==> src/hdl/spl_pkg.sv <==
// shared types and codes for the sorted priority list
package spl_pkg;

	localparam int HandleW = 8;
	localparam int PrioW   = 8;

	// request selector codes
	localparam logic REQ_INSERT = 1'b0;
	localparam logic REQ_LIST   = 1'b1;

	// result status codes
	localparam logic [1:0] ST_INSERTED = 2'd0;
	localparam logic [1:0] ST_FULL     = 2'd1;
	localparam logic [1:0] ST_ENTRY    = 2'd2;
	localparam logic [1:0] ST_EMPTY    = 2'd3;

	typedef struct packed {
		logic [PrioW-1:0]   prio;
		logic [HandleW-1:0] handle;
	} entry_t;

	// command broadcast to every cell of the chain
	typedef struct packed {
		logic   ins;
		logic   rot;
		entry_t ent;
	} cell_ctrl_t;

	typedef enum logic {
		IDLE,
		LIST
	} state_t;

endpackage

==> src/hdl/spl_cell.sv <==
// one compare-and-shift cell of the sorted list chain
module spl_cell (
	input  logic               clk,
	input  spl_pkg::cell_ctrl_t ctrl,
	input  logic               valid,
	input  logic               tail,
	input  logic               prev_gt,
	input  spl_pkg::entry_t    prev_ent,
	input  spl_pkg::entry_t    next_ent,
	input  spl_pkg::entry_t    head_ent,
	output spl_pkg::entry_t    ent,
	output logic               gt
);

	spl_pkg::entry_t ent_q;
	spl_pkg::entry_t ent_d;

	// stored entry outranks the new one, so it stays in place
	assign gt = valid && (ent_q.prio > ctrl.ent.prio);

	// insert: keep, take new, or take the left neighbor; rotate: shift toward head
	always_comb begin
		ent_d = ent_q;
		if (ctrl.ins) begin
			if (gt) begin
				ent_d = ent_q;
			end else if (prev_gt) begin
				ent_d = ctrl.ent;
			end else begin
				ent_d = prev_ent;
			end
		end else if (ctrl.rot) begin
			ent_d = tail ? head_ent : next_ent;
		end
	end

	always_ff @(posedge clk) begin
		ent_q <= ent_d;
	end

	assign ent = ent_q;

endmodule

==> src/hdl/sorted_priority_list_top.sv <==
// sorted priority list: chain of compare-and-shift cells with a stream front end
// a result is in the output register in the cycle after its request transfer
// insert: all cells compare and shift in parallel; a further request is taken while the output can load
// read-out of n entries: n results, one per unstalled cycle, chain rotates toward head
// a new request is taken once the last result of the previous one is loaded
// reset clears the entry count and handshake state; stored entries are not reset
module sorted_priority_list_top #(
	parameter int DEPTH = 16
) (
	input  logic        clk,
	input  logic        arst_n,
	input  logic        s_tvalid,
	output logic        s_tready,
	input  logic [15:0] s_tdata,  // handle [7:0], prio [15:8]
	input  logic        s_tuser,  // req_type [0]
	output logic        m_tvalid,
	input  logic        m_tready,
	output logic [15:0] m_tdata,  // out_handle [7:0], out_prio [15:8]
	output logic [1:0]  m_tuser,  // status [1:0]
	output logic        m_tlast
);

	localparam int CW = $clog2(DEPTH + 1);

	spl_pkg::state_t     state_q;
	spl_pkg::state_t     state_d;
	logic [CW-1:0]       count_q;
	logic [CW-1:0]       rem_q;
	spl_pkg::cell_ctrl_t ctrl;
	spl_pkg::entry_t     cell_ent [DEPTH];
	logic [DEPTH-1:0]    cell_gt;
	spl_pkg::entry_t     in_ent;
	spl_pkg::entry_t     head;
	logic                acc;
	logic                can_load;
	logic                full;
	logic                out_ld;
	logic [1:0]          out_status;
	spl_pkg::entry_t     out_ent;
	logic                out_last;
	logic                m_tvalid_q;
	logic [1:0]          status_q;
	spl_pkg::entry_t     out_ent_q;
	logic                last_q;

	assign in_ent   = spl_pkg::entry_t'(s_tdata);
	assign head     = cell_ent[0];
	assign can_load = !m_tvalid_q || m_tready;
	assign acc      = s_tvalid && s_tready;
	assign full     = (count_q == CW'(DEPTH));

	// chain of cells
	for (genvar i = 0; i < DEPTH; i++) begin : g_cell
		spl_cell u_cell (
			.clk      (clk),
			.ctrl     (ctrl),
			.valid    (CW'(i) < count_q),
			.tail     (count_q == CW'(i + 1)),
			.prev_gt  ((i == 0) ? 1'b1 : cell_gt[(i == 0) ? 0 : i - 1]),
			.prev_ent (cell_ent[(i == 0) ? 0 : i - 1]),
			.next_ent (cell_ent[(i == DEPTH - 1) ? 0 : i + 1]),
			.head_ent (head),
			.ent      (cell_ent[i]),
			.gt       (cell_gt[i])
		);
	end

	// next state
	always_comb begin
		state_d = state_q;
		case (state_q)
			spl_pkg::IDLE: begin
				if (acc && s_tuser == spl_pkg::REQ_LIST && count_q > CW'(1)) begin
					state_d = spl_pkg::LIST;
				end
			end
			spl_pkg::LIST: begin
				if (can_load && rem_q == CW'(1)) begin
					state_d = spl_pkg::IDLE;
				end
			end
			default: state_d = spl_pkg::IDLE;
		endcase
	end

	// handshake, cell commands and the next result
	always_comb begin
		s_tready   = 1'b0;
		out_ld     = 1'b0;
		ctrl.ins   = 1'b0;
		ctrl.rot   = 1'b0;
		ctrl.ent   = in_ent;
		out_status = spl_pkg::ST_INSERTED;
		out_ent    = '0;
		out_last   = 1'b1;
		case (state_q)
			spl_pkg::IDLE: begin
				s_tready = can_load;
				out_ld   = acc;
				if (s_tuser == spl_pkg::REQ_INSERT) begin
					ctrl.ins   = acc && !full;
					out_status = full ? spl_pkg::ST_FULL : spl_pkg::ST_INSERTED;
				end else if (count_q == '0) begin
					out_status = spl_pkg::ST_EMPTY;
				end else begin
					ctrl.rot   = acc;
					out_status = spl_pkg::ST_ENTRY;
					out_ent    = head;
					out_last   = (count_q == CW'(1));
				end
			end
			spl_pkg::LIST: begin
				out_ld     = can_load;
				ctrl.rot   = can_load;
				out_status = spl_pkg::ST_ENTRY;
				out_ent    = head;
				out_last   = (rem_q == CW'(1));
			end
			default: begin
				s_tready = 1'b0;
			end
		endcase
	end

	// control registers
	always_ff @(posedge clk or negedge arst_n) begin
		if (!arst_n) begin
			state_q    <= spl_pkg::IDLE;
			count_q    <= '0;
			rem_q      <= '0;
			m_tvalid_q <= 1'b0;
		end else begin
			state_q <= state_d;
			if (ctrl.ins) begin
				count_q <= count_q + CW'(1);
			end
			if (state_q == spl_pkg::IDLE && ctrl.rot) begin
				rem_q <= count_q - CW'(1);
			end else if (state_q == spl_pkg::LIST && can_load) begin
				rem_q <= rem_q - CW'(1);
			end
			if (out_ld) begin
				m_tvalid_q <= 1'b1;
			end else if (m_tready) begin
				m_tvalid_q <= 1'b0;
			end
		end
	end

	// output payload register
	always_ff @(posedge clk) begin
		if (out_ld) begin
			status_q  <= out_status;
			out_ent_q <= out_ent;
			last_q    <= out_last;
		end
	end

	assign m_tvalid = m_tvalid_q;
	assign m_tdata  = 16'(out_ent_q);
	assign m_tuser  = status_q;
	assign m_tlast  = last_q;

`ifndef SYNTHESIS
	a_count_bound: assert property (@(posedge clk) disable iff (!arst_n)
		count_q <= CW'(DEPTH))
		else $error("entry count above depth");

	a_full_drop: assert property (@(posedge clk) disable iff (!arst_n)
		acc && s_tuser == spl_pkg::REQ_INSERT && full
		|=> $stable(count_q) && m_tuser == spl_pkg::ST_FULL)
		else $error("insert on full list changed the list");

	a_insert_grow: assert property (@(posedge clk) disable iff (!arst_n)
		acc && s_tuser == spl_pkg::REQ_INSERT && !full
		|=> count_q == $past(count_q) + CW'(1))
		else $error("insert did not grow the list");

	a_list_block: assert property (@(posedge clk) disable iff (!arst_n)
		state_q == spl_pkg::LIST |-> !s_tready && rem_q != '0)
		else $error("request taken during read-out");
`endif

endmodule
==> config.mk <==
export PLATFORM = sky130hd
export DESIGN_NAME = sorted_priority_list_top
export DESIGN_NICKNAME = d
export VERILOG_FILES = /design/src/hdl/spl_pkg.sv /design/src/hdl/spl_cell.sv /design/src/hdl/sorted_priority_list_top.sv
export SDC_FILE = /design/constraint.sdc
export NUM_CORES = 1
export LEC_CHECK = 0
export BUFFER_PORTS_ARGS = -buffer_cell sky130_fd_sc_hd__clkbuf_2
export CAP_MARGIN = 10
export CORE_ASPECT_RATIO = 1.1
export CORE_MARGIN = 5
export CORE_UTILIZATION = 56
export CTS_BUF_LIST = sky130_fd_sc_hd__clkbuf_16
export CTS_CLUSTER_DIAMETER = 120
export CTS_CLUSTER_SIZE = 25
export DETAILED_ROUTE_END_ITERATION = 10
export GPL_TIMING_DRIVEN = 0
export PLACE_DENSITY_LB_ADDON = 0.15
export SLEW_MARGIN = 15
export SYNTH_ARGS = -nofsm -noshare
export SYNTH_HDL_FRONTEND = slang
export SYNTH_HIERARCHICAL = 1
export SYNTH_SLANG_ARGS = --single-unit
==> constraint.sdc <==
create_clock -name clk -period 4 [get_ports clk]
set_clock_uncertainty 0.1 [all_clocks]
set_input_delay 0.8 -clock clk [delete_from_list [all_inputs] [get_ports clk]]
set_output_delay 0.8 -clock clk [all_outputs]
set_load 0.01 [all_outputs]
==> metrics <==
status=completed; met3 WL post-DR=3503 um; via count=17,000; Die Area=46,110 sq um; Std-Cell Rows=78; Worst-Skew Late Latency=510 ps; Core Area=41,380 sq um; IO buf count=41; fin crit share=96.17%; syn avg cell area=11.20 sq um; pre-CTS WS=-211.9 ps; PD cells=795.8 nW/um^2; Worst Path Required=4050 ps; Ant. Diodes=0; CTS tree=done; Design Area, Final=25,170 sq um; Layout Cells excl Fill=2,738; die height=224.7 um; max-cap violations=0; Final Max Slew Viols=0; Hold Slack=70.76 ps; Met1 Wirelength=29,480 um; Critical Path Fanout Max=16; Root Driver=clkbuf_16; critical path class=flip-flop to flip-flop; largest net degree at the start of global routing=33; post-DR wirelength/cell=23.99 um; vias in the first global route=16,890; total gr overflow=0; first-pass GRT wire length=99,760 um; Detailed Route Iter0 Violations=1,390; overall power=20.03 mW; DP HPWL=49,800 um; crit path DAT=3890 ps; clock sink total=287; Slowest cell on crit path=a21o_1; RR Startpoint=count_q[1]; achievable clock frequency=260.0 MHz; DRC violations left=0; peak supply drop=0.4119 mV; actual slew at the worst max-slew pin=1199 ps; cells along the critical path=clkbuf_1, inv_1, ha_1, a31oi_1, nand2_1, clkinvlp_4, buf_12, clkbuf_2, nor3b_1, a21o_1; DR top layer=met4; synthesized cell area=23,470 sq um; Die X=205.2 um; slew margin rel.=20.08%; clk slew on worst S/H paths=100 ps; Placed Area=24,690 sq um; nets@finish=2,330; Setup TNS=0 ps; Crit. End Element=flip-flop; number of routed nets with antenna violations=0; Post-Syn Nets=2,251; P&R area growth vs syn=7.246%; Critical path buffers and inverters=5; placed insts=2,713; initial antenna violation count=0; WL met2=29,980 um; Final WS setup=153.1 ps; Crit path largest cell delay=600 ps; GRT Overall Usage=27.73%; Critical path origin=count_q[1]; layout cells sized above 1=28.24%; Worst path top cell family by delay=buffers and inverters; Syn Inst Count=2,095; H-tree levels=1; routability cong.=0.9026; drt first pass iters=6; Static Leak=9.222 nW; boundary pin count=42; yosys warns=6; CP startpoint kind=flip-flop; CTS buffer count=15; fin crit period=3847 ps; post-DR vias/cell=6.210; Final Util=60.82%; Post-Route WL=65,670 um; initial core utilization=56.71%; Finish-stage setup viols=0; Hold Crit Class=input port to asynchronous set/reset pin; Hold Vio Cnt, Final=0; Longest Clk Path Bufs=3
-- cell type report --
cell class	instances	area (sq um)
plain buffers	156	1541
clock buffers	15	375.4
clock inverters	6	31.28
fillers	3447	16210
inverters	140	529.3
multi-input cells	1512	12880
flip-flops and latches	287	8558
well taps	560	700.7
repair buffers	62	548.0
-- cells in the final DEF, fill, tap and decap left out, types with 4 or more instances in the layout --
cell type	count
nor2b_2	6
dfrtp_1	12
mux2_4	13
nor3b_1	18
buf_8	28
a211oi_2	160
xnor2_1	5
nor3_1	13
mux2_2	4
clkbuf_2	54
a211oi_1	98
nand2b_1	4
mux2i_1	256
a21boi_0	13
buf_12	20
a21o_1	12
buf_4	20
nand2_1	11
nand4_1	30
a21oi_2	160
a21oi_1	143
nand3_1	21
inv_1	143
buf_2	39
edfxtp_1	275
o21ai_1	16
nor2_1	21
buf_6	49
nor2b_1	284
a21o_2	22
clkbuf_16	15
o211ai_1	16
o21ai_0	6
clkbuf_1	5
ha_1	135
-- power breakdown --
group	internal, mW	total [mW]	switching [mW]	leakage, nW
registers	5.72	7.33	1.61	2.83
logic	4.94	11.0	6.08	6.18
clock network	0.694	1.69	0.991	0.216
-- path summary, 6_finish.rpt --
kind | cells after the start | to | slack [ps]
worst max-delay path | 10 | g_cell[11].u_cell/ent[13] | 150
worst min-delay path | 1 | count_q[3] | 70
worst max register to register | 10 | g_cell[11].u_cell/ent[13] | 150
min in group clk | 2 | rem_q[1] | 520
worst min register to register | 2 | rem_q[1] | 520
max in group asynchronous | 1 | rem_q[3] | 3480
-- registers in the layout (all words and copies together) (netlist names) --
| signal | flops |
|---|---|
| m_tvalid | 1 |
| g_cell.u_cell/ent | 256 |
| m_tuser | 2 |
| m_tdata | 16 |
| rem_q | 5 |
| state_q | 1 |
| m_tlast | 1 |
| count_q | 5 |
-- routing by layer --
| metal | track usage [%] | vias to the layer above |
|---|---|---|
| met4 | 10.20 | 0 |
| li1 | - | 7996 |
| met1 | 38.64 | 8357 |
| met2 | 44.88 | 535 |
| met5 | 0 | - |
| met3 | 3.086 | 116 |
-- timing repair --
action	in CTS	in global routing
resized for setup	1	9
hold buffers	0	0
endpoints found under the setup margin	256	256
buffers inserted	0	3
endpoints found under the hold margin	0	0
No activity file was read; power rests on OpenSTA's default activity.
